## config.mk

```make
export PLATFORM = sky130hd
export DESIGN_NAME = binary_line_run_filter_top
export DESIGN_NICKNAME = d
export VERILOG_FILES = /design/src/hdl/blrf_pkg.sv /design/src/hdl/binary_line_run_filter_top.sv
export SDC_FILE = /design/constraint.sdc
export NUM_CORES = 1
export LEC_CHECK = 0
export BUFFER_PORTS_ARGS = -buffer_cell sky130_fd_sc_hd__clkbuf_2
export CORE_MARGIN = 1
export CORE_UTILIZATION = 35
export DETAILED_ROUTE_END_ITERATION = 8
export SYNTH_ARGS = -nofsm -noshare
export SYNTH_HDL_FRONTEND = slang
export SYNTH_SLANG_ARGS = --single-unit
```

## constraint.sdc

```tcl
create_clock -name clk -period 6 [get_ports clk]
set_clock_uncertainty 0.2 [all_clocks]
set_input_delay 0.6 -clock clk [delete_from_list [all_inputs] [get_ports clk]]
set_output_delay 0.6 -clock clk [all_outputs]
set_load 0.01 [all_outputs]
```

## src/hdl/blrf_pkg.sv

```systemverilog
package blrf_pkg;

	// Column and run length widths follow from the longest line of 1024 pixels
	localparam int unsigned LINE_MAX = 1024;
	localparam int unsigned COL_W    = $clog2(LINE_MAX);
	localparam int unsigned LEN_W    = $clog2(LINE_MAX) + 1;

	localparam logic [COL_W-1:0] COL_LAST = COL_W'(LINE_MAX - 1);

	// Configuration register indexes
	localparam int unsigned CFG_IDX_W = 1;
	localparam logic [CFG_IDX_W-1:0] CFG_MODE    = 1'b0;
	localparam logic [CFG_IDX_W-1:0] CFG_MIN_RUN = 1'b1;

	localparam int unsigned CFG_DATA_W = LEN_W;

	localparam logic [LEN_W-1:0] MIN_RUN_RESET = LEN_W'(50);

	typedef enum logic [1:0] {
		MODE_DROP = 2'd0,
		MODE_FILL = 2'd1,
		MODE_ENDS = 2'd2
	} mode_t;

endpackage

```

## src/hdl/binary_line_run_filter_top.sv

```systemverilog
// Binary line run filter. Mask pixels enter one word per clock on the input channel, each
// with a flag on the last pixel of its line, and foreground runs leave as (run_start,
// run_length, line_end) words. Mode 0 drops closed runs shorter than min_run but keeps a
// run still open at line end, mode 1 reports one run spanning the first to the last
// foreground pixel, mode 2 reports the last pixel of every run as a run of length 1; any
// other mode code acts as mode 0. Each line yields exactly one word with line_end set,
// empty (start 0, length 0) when nothing is kept on the last pixel. The block sustains one
// pixel per clock while the output is not stalled: a pixel waits in the input register,
// and the run tracking compare and subtract sit between it and the result register,
// from which the result word is shown on the output. The input side stalls only while a
// result waits in the result register and the downstream side stalls it. The column
// count saturates at 1023, so every pixel beyond that counts as lying in the last
// column. Configuration is written through cfg_valid/cfg_ready, which is always ready;
// write only while idle.
module binary_line_run_filter_top (
	input  logic                            clk,
	input  logic                            arst_n,
	// configuration write channel
	input  logic                            cfg_valid,
	output logic                            cfg_ready,
	input  logic [blrf_pkg::CFG_IDX_W-1:0]  cfg_index,
	input  logic [blrf_pkg::CFG_DATA_W-1:0] cfg_data,
	// pixel input channel
	input  logic                            in_valid,
	output logic                            in_stall,
	input  logic                            pixel,
	input  logic                            last_in_line,
	// run descriptor output channel
	output logic                            out_valid,
	input  logic                            out_stall,
	output logic [blrf_pkg::COL_W-1:0]      run_start,
	output logic [blrf_pkg::LEN_W-1:0]      run_length,
	output logic                            line_end
);
	import blrf_pkg::*;

	// configuration
	mode_t             mode_q;
	logic [LEN_W-1:0]  min_run_q;

	// input register
	logic              valid_s1;
	logic              pixel_s1;
	logic              last_s1;

	// per-line run tracking state
	logic [COL_W-1:0]  column_q;
	logic              prev_q;
	logic [COL_W-1:0]  open_q;
	logic [COL_W-1:0]  first_q;
	logic [COL_W-1:0]  lastfg_q;
	logic              seen_q;

	// result register
	logic              out_valid_q;
	logic [COL_W-1:0]  run_start_q;
	logic [LEN_W-1:0]  run_length_q;
	logic              line_end_q;

	// datapath
	logic              out_free;
	logic              advance;
	logic              in_take;
	logic              run_open;
	logic              run_close;
	logic [COL_W-1:0]  open_n;
	logic [COL_W-1:0]  first_n;
	logic [COL_W-1:0]  lastfg_n;
	logic              seen_n;
	logic [LEN_W-1:0]  close_len;
	logic              have;
	logic [COL_W-1:0]  rs;
	logic [LEN_W-1:0]  rl;

	assign cfg_ready = 1'b1;

	// The result register can take a new word when empty or when its word leaves now
	assign out_free = !out_valid_q || !out_stall;
	assign advance  = valid_s1 && out_free;
	assign in_stall = valid_s1 && !out_free;
	assign in_take  = in_valid && !in_stall;

	assign out_valid  = out_valid_q;
	assign run_start  = run_start_q;
	assign run_length = run_length_q;
	assign line_end   = line_end_q;

	always_ff @(posedge clk or negedge arst_n) begin
		if (!arst_n) begin
			mode_q    <= MODE_DROP;
			min_run_q <= MIN_RUN_RESET;
		end else if (cfg_valid && cfg_ready) begin
			unique case (cfg_index)
				CFG_MODE:    mode_q    <= mode_t'(cfg_data[1:0]);
				CFG_MIN_RUN: min_run_q <= cfg_data;
				default:     ;
			endcase
		end
	end

	// Input register: hold while stalled, advance otherwise
	always_ff @(posedge clk or negedge arst_n) begin
		if (!arst_n) begin
			valid_s1 <= 1'b0;
		end else if (in_take) begin
			valid_s1 <= 1'b1;
		end else if (advance) begin
			valid_s1 <= 1'b0;
		end
	end

	always_ff @(posedge clk) begin
		if (in_take) begin
			pixel_s1 <= pixel;
			last_s1  <= last_in_line;
		end
	end

	// Run tracking for the pixel in the input register
	always_comb begin
		run_open  = pixel_s1 && !prev_q;
		run_close = !pixel_s1 && prev_q;
		open_n    = run_open ? column_q : open_q;
		first_n   = (pixel_s1 && !seen_q) ? column_q : first_q;
		lastfg_n  = pixel_s1 ? column_q : lastfg_q;
		seen_n    = seen_q || pixel_s1;
		// A closed run always has its last foreground pixel at or past its start
		close_len = LEN_W'({1'b0, lastfg_q} - {1'b0, open_q}) + LEN_W'(1);

		have = 1'b0;
		rs   = '0;
		rl   = '0;

		if (run_close) begin
			case (mode_q)
				MODE_FILL: ;
				MODE_ENDS: begin
					have = 1'b1;
					rs   = lastfg_q;
					rl   = LEN_W'(1);
				end
				default: begin
					if (close_len >= min_run_q) begin
						have = 1'b1;
						rs   = open_q;
						rl   = close_len;
					end
				end
			endcase
		end

		if (last_s1) begin
			case (mode_q)
				MODE_FILL: begin
					have = seen_n;
					rs   = first_n;
					rl   = LEN_W'({1'b0, lastfg_n} - {1'b0, first_n}) + LEN_W'(1);
				end
				MODE_ENDS: begin
					if (pixel_s1) begin
						have = 1'b1;
						rs   = column_q;
						rl   = LEN_W'(1);
					end
				end
				default: begin
					// keep a run still open at line end whatever its length
					if (pixel_s1) begin
						have = 1'b1;
						rs   = open_n;
						rl   = LEN_W'({1'b0, column_q} - {1'b0, open_n}) + LEN_W'(1);
					end
				end
			endcase
			// empty line marker when nothing is kept
			if (!have) begin
				rs = '0;
				rl = '0;
			end
		end
	end

	// Line state: advance per pixel, clear after the last pixel of a line
	always_ff @(posedge clk or negedge arst_n) begin
		if (!arst_n) begin
			column_q <= '0;
			prev_q   <= 1'b0;
			open_q   <= '0;
			first_q  <= '0;
			lastfg_q <= '0;
			seen_q   <= 1'b0;
		end else if (advance) begin
			if (last_s1) begin
				column_q <= '0;
				prev_q   <= 1'b0;
				open_q   <= '0;
				first_q  <= '0;
				lastfg_q <= '0;
				seen_q   <= 1'b0;
			end else begin
				if (column_q != COL_LAST) begin
					column_q <= column_q + COL_W'(1);
				end
				prev_q   <= pixel_s1;
				open_q   <= open_n;
				first_q  <= first_n;
				lastfg_q <= lastfg_n;
				seen_q   <= seen_n;
			end
		end
	end

	// Result register: load on every line end and every kept run, drop once taken
	always_ff @(posedge clk or negedge arst_n) begin
		if (!arst_n) begin
			out_valid_q <= 1'b0;
		end else if (out_free) begin
			out_valid_q <= advance && (have || last_s1);
		end
	end

	always_ff @(posedge clk) begin
		if (out_free && advance) begin
			run_start_q  <= rs;
			run_length_q <= rl;
			line_end_q   <= last_s1;
		end
	end

endmodule

```

# Word level (Yosys, flattened, before mapping)
# Cells that the tools add are included.
op_classes:
  addsub: 7
  magnitude_cmp: 1
  eq_ne: 3
  n_mux: 35
  bitwise_logic: 1
  n_reduce_logical: 23
op_table:
  columns: ["op", "count"]
  rows:
  - ["10-bit 2-to-1 mux", 14]
  - ["11-bit 2-to-1 mux", 6]
  - ["11-bit one-hot mux with 2 select lines", 2]
  - ["10-bit one-hot mux with 2 select lines", 2]
  - ["11-bit by 1-bit adder with 11-bit output (second input constant)", 3]
  - ["10-bit by 10-bit subtractor with 11-bit output", 3]
  - ["11-bit >= comparator", 1]
  - ["10-bit by 1-bit adder with 10-bit output (second input constant)", 1]
  - ["1-bit 2-to-1 mux", 10]
  - ["10-bit != test (second input constant)", 1]
  - ["1-bit logical AND", 8]
  - ["1-bit logical NOT", 7]
  - ["2-bit AND reduction", 3]
  - ["2-bit nonzero test", 2]
  - ["1-bit logical OR", 3]
  - ["2-bit by 1-bit == test with 1-bit output (second input constant)", 1]
  - ["2-bit == test (second input constant)", 1]
  - ["1-bit one-hot mux with 2 select lines", 1]
  - ["1-bit NOT", 1]
word_totals:
  regBits: 81
  input_bits: 19
  output_inout_bits: 25
  word_cells: 85

# Longest topological paths before layout
depth:
  ltp_word: 12
  mapped_depth: 19

# Worst setup path after synthesis
# No wires, ideal clock.
synth_timing:
  path_kind: "register to register"
  from: "reg open_q[1]"
  to: "reg run_length_q[3] (netlist: run_length[3]) (data pin)"
  setup_time_ps: 274
  arrival_time_ps: 3911
  t_required_ps: 5526
  setup_slack_ps: 1615
  stages_incl_launch_ff: 18
  n_path_buf: 0
  synth_period_minus_slack_ps: 4385
  cell_sequence: "dfrtp_1 -> ha_1 -> inv_1 -> ha_1 -> inv_1 -> fa_1 -> nor2b_4 -> o31a_1 -> o211a_1 -> or4_4 -> and2_2 -> ha_1 -> o21ai_0 -> nor2_1 -> nor3_1 -> a41oi_1 -> nor2_2 -> a2111oi_0"
synth_between:
  elab_chain_cells: 11
  word_cells_on_any_way: 20
  cone_classes: "4 x add/sub; 1 x order compare; 15 x mux"
synth_rtl:
  columns: ["item", "line_no", "text"]
  rows:
  - ["start: declaration", "binary_line_run_filter_top.sv:49", "logic [COL_W-1:0] open_q;"]
  - ["start signal: assignment", "binary_line_run_filter_top.sv:205", "open_q <= open_n;"]
  - ["10-bit by 10-bit subtractor with 11-bit output", "binary_line_run_filter_top.sv:128", "close_len = LEN_W'({1'b0, lastfg_q} - {1'b0, open_q}) + LEN_W'(1);"]
  - ["11-bit by 1-bit adder with 11-bit output", "binary_line_run_filter_top.sv:128", null]
  - ["11-bit >= comparator", "binary_line_run_filter_top.sv:143", "if (close_len >= min_run_q) begin"]
  - ["1-bit 2-to-1 mux", "binary_line_run_filter_top.sv:143", null]
  - ["1-bit one-hot mux with 2 select lines", "binary_line_run_filter_top.sv:135", "case (mode_q)"]
  - ["1-bit 2-to-1 mux", "binary_line_run_filter_top.sv:134", "if (run_close) begin"]
  - ["1-bit 2-to-1 mux", "binary_line_run_filter_top.sv:160, binary_line_run_filter_top.sv:168", null]
  - ["1-bit 2-to-1 mux", null, null]
  - ["1-bit 2-to-1 mux", "binary_line_run_filter_top.sv:152", "if (last_s1) begin"]
  - ["11-bit 2-to-1 mux", "binary_line_run_filter_top.sv:176", "if (!have) begin"]
  - ["11-bit 2-to-1 mux (*)", "binary_line_run_filter_top.sv:152", null]
  - ["via rl[3]", "binary_line_run_filter_top.sv:73", "logic [LEN_W-1:0] rl;"]
  - ["end signal: assignment", "binary_line_run_filter_top.sv:225", "run_length_q <= rl;"]
  - ["end: declaration", "binary_line_run_filter_top.sv:57", "logic [LEN_W-1:0] run_length_q;"]
# The timed path passes the listed nets; every way through them passes the cells marked *. The select of a mux whose other input is x is not followed.
# A chain may end at the register's enable or synchronous reset.

# Final worst setup path
# Same ends and word-level chain as after synthesis.

==> metrics.cfg <==
[run_status]
status=finished, final reports clean

[final_layout]
multi_input_area_mm2=0.00371
final_layout_size_suffix_gt1_frac=0.160
final_cell_mix=ha_1, nand2_1, dfrtp_1
area_growth_pct=11.0
seqCellArea_mm2=0.00215
final_cell_area_mm2=0.00688
n_fill_cell=1750
layout_commonest_cell=ha_1
fin_util=0.398
fin_nets=795
antenna_cells=0

[critical_path]
crit_start=open_q[1]$_DFFE_PN0P_
cp_data_required_time_ps=5870
cp-endpoint=run_length[3]$_DFFE_PP_
crit_type=reg -> reg
crit_top_cell=ha_1
max_stage_delay_ps=480
critPathArrivalTime_ps=4780
end_kind=flip-flop
crit_chain=ha_1 -> inv_1 -> ha_1 -> inv_1 -> fa_1 -> nor2b_4 -> o31a_1 -> o211a_1 -> or4_4 -> and2_2 -> ha_1 -> a211oi_1 -> nor2_1 -> nor3_1 -> a41oi_1 -> buf_4 -> nor2_2 -> a2111oi_0
cpMaxStageDelayCell=or4_4
cp-start-kind=flip-flop
cp_max_fo=12
rrSetupSlack_ps=1090
rr_endpoint=run_length[3]$_DFFE_PP_
r2r-start=open_q[1]$_DFFE_PN0P_
r2r_cells=18

[timing]
finalHoldViolations=0
rsz0062_at_grt=no
fmax_mhz=204
worst_pin_slew_ps=940
period_minus_slack_ps=4910
max-slew-margin-rel=0.373
period_share=0.818
setup_tns_ps=0
finalSetupViolCount=0
finalMaxSlewViolations=0

[synth]
async_reset_ff_frac=0.704
syn_area_mm2=0.00620
synth_flop_cell=dfrtp_1
synth_top_cell_by_area=dfrtp_1
synthTopCellsByArea=dfrtp_1, ha_1, edfxtp_1
synth-xor-area-share=0.0297
yosys.area.top_type_share=0.218
synth_cell_types=63
muxShareOfSynthArea=0.0870
synth_nets=766
avgSynthCellArea_um2=9.21
synth_simple_gate_area_frac=0.132
synth_edf_count=24
synthCells=673
synth-compound-area-share=0.196
synth_seq_cells=81
ys_seq_area_frac=0.347
synth_top_family_by_area=compound AO/OA/AOI/OAI gates
ys_warn_count=0
synthAdderAreaFrac=0.153

[floorplanning]
num_rows=48
fp.coreArea_mm2=0.0173
die_h_um=135
io_pins=44
initial_utilization=0.358
dieArea_mm2=0.0182
die_w_um=135

[global_route]
grt_overflow=0
first_global_vias=4943
grtUsageTotal=0.196
grt_max_degree=58
antenna_found_initial=0
grt_pass1_wl_um=27100

[clock_network]
clk_pin_slew_worst_paths_ps=60
htree_levels=3
cts_root_buf=clkbuf_16
post_cts_resized=0
ctsHoldBuffers=0
cts_tree=yes
clock-sinks=81
cts_made_buffers=9
cts_setup_buffers=0
cts.path.max_buffers=2
insertion_delay_ps=360

[power]
vdd_drop_max_mv=0.179
p_sw_mw=0.735
pwr_density_cell_mw_per_mm2=282
p_int_mw=1.21
swShare=0.379
leakagePower_nw=3.02
p_clk_frac=0.268
power_frac_comb=0.385
seq_power_share=0.347

[route]
routed_wl_um=17100
postRouteAntennaNets=0
drt_first_pass_iters=5
drc=0
vias=5155
wl_per_cell_um=18.3
viasPerCell=5.53
drtIter0Drc=405

[placement]
place_area_mm2=0.00661
portBuffers=42
gp_congestion=0.847
hpwlAfterDp_um=12300

[min_path]
min_path_type=in -> async

[run]
drv_cap=0

critical path, delay by kind of cell, from the launching register on:
family,cells,cell delay (ps)
AOI/OAI and AO/OA,5,1060
and+or+nand+nor,6,1640
DFF,1,420
buffers and inverters,3,350
adders and majority gates,4,950
metal layers:
layer  vias to the layer above  global-route usage  routed length [µm]
met5                         -                   0                   0
met4                         0              0.0774                 387
met3                        27              0.0327                 926
met2                       168               0.316                8030
met1                      2434               0.262                7720
li1                       2526                   -                   -
how the worst min path moves through the flow:
stage	from	to	slack (ps)	cells past startpoint
after floorplan	arst_n	column_q[0]$_DFFE_PN0P_	100	0
after global placement	first_q[8]$_DFFE_PN0P_	first_q[8]$_DFFE_PN0P_	270	2
after detailed placement	first_q[8]$_DFFE_PN0P_	first_q[8]$_DFFE_PN0P_	290	2
after CTS	last_in_line	last_s1$_DFFE_PP_	200	1
after global routing	last_in_line	last_s1$_DFFE_PP_	220	1
final	arst_n	mode_q[1]$_DFFE_PN0P_	210	2
cell usage after synthesis (20+ instances only):
| cell type | n |
|---|---|
| nor2_1 | 45 |
| inv_1 | 43 |
| a21oi_1 | 47 |
| mux2_2 | 31 |
| edfxtp_1 | 24 |
| ha_1 | 71 |
| o22ai_1 | 20 |
| a22oi_1 | 22 |
| nand2_1 | 61 |
| dfrtp_1 | 54 |
| clkbuf_1 | 25 |
| o21ai_0 | 45 |
cell type report:
type / count / area share
inverter: 44 / 0.0240
timing repair buffer: 54 / 0.0436
clock buffer: 10 / 0.0333
tap: 225 / 0.0409
multi-input combinational: 512 / 0.539
clock inverter: 6 / 0.00636
sequential: 81 / 0.313
state kept, by name (all words and copies together), names as in the netlist, 2 cells and up:
| register | count |
|---|---|
| run_length | 11 |
| run_start | 10 |
| open_q | 10 |
| first_q | 10 |
| min_run_q | 11 |
| mode_q | 2 |
| lastfg_q | 10 |
| column_q | 10 |
power groups by stage:
stage          sequential [mW]  combinational, mW  clock (mW)
2_1_floorplan            0.668              0.539           0
3_3_place_gp             0.682              0.736           0
3_5_place_dp             0.683              0.738           0
4_1_cts                  0.672              0.744       0.540
5_1_grt                  0.679              0.822       0.554
6_report                 0.673              0.748       0.520
logic make-up (layout without fill, tap and decap cells):
family | count (synthesis) | count (layout)
other | 1 | 1
AO/OA/AOI/OAI | 192 | 192
flip-flops | 81 | 81
XOR/XNOR | 21 | 21
multiplexers | 50 | 50
adder cells (fa/ha/maj) | 74 | 74
AND/OR/NAND/NOR | 174 | 174
buffers and inverters | 80 | 114
through the flow:
stage	power [mW]	instances	setup WS [ps]	hold WS (ps)
after floorplan	1.21	673	1620	104
after global placement	1.42	916	1140	273
after detailed placement	1.42	916	1120	286
after CTS	1.96	932	1110	201
after global routing	2.06	932	855	218
final	1.94	932	1090	214
Note: power is estimated with default switching activity, not from simulation.
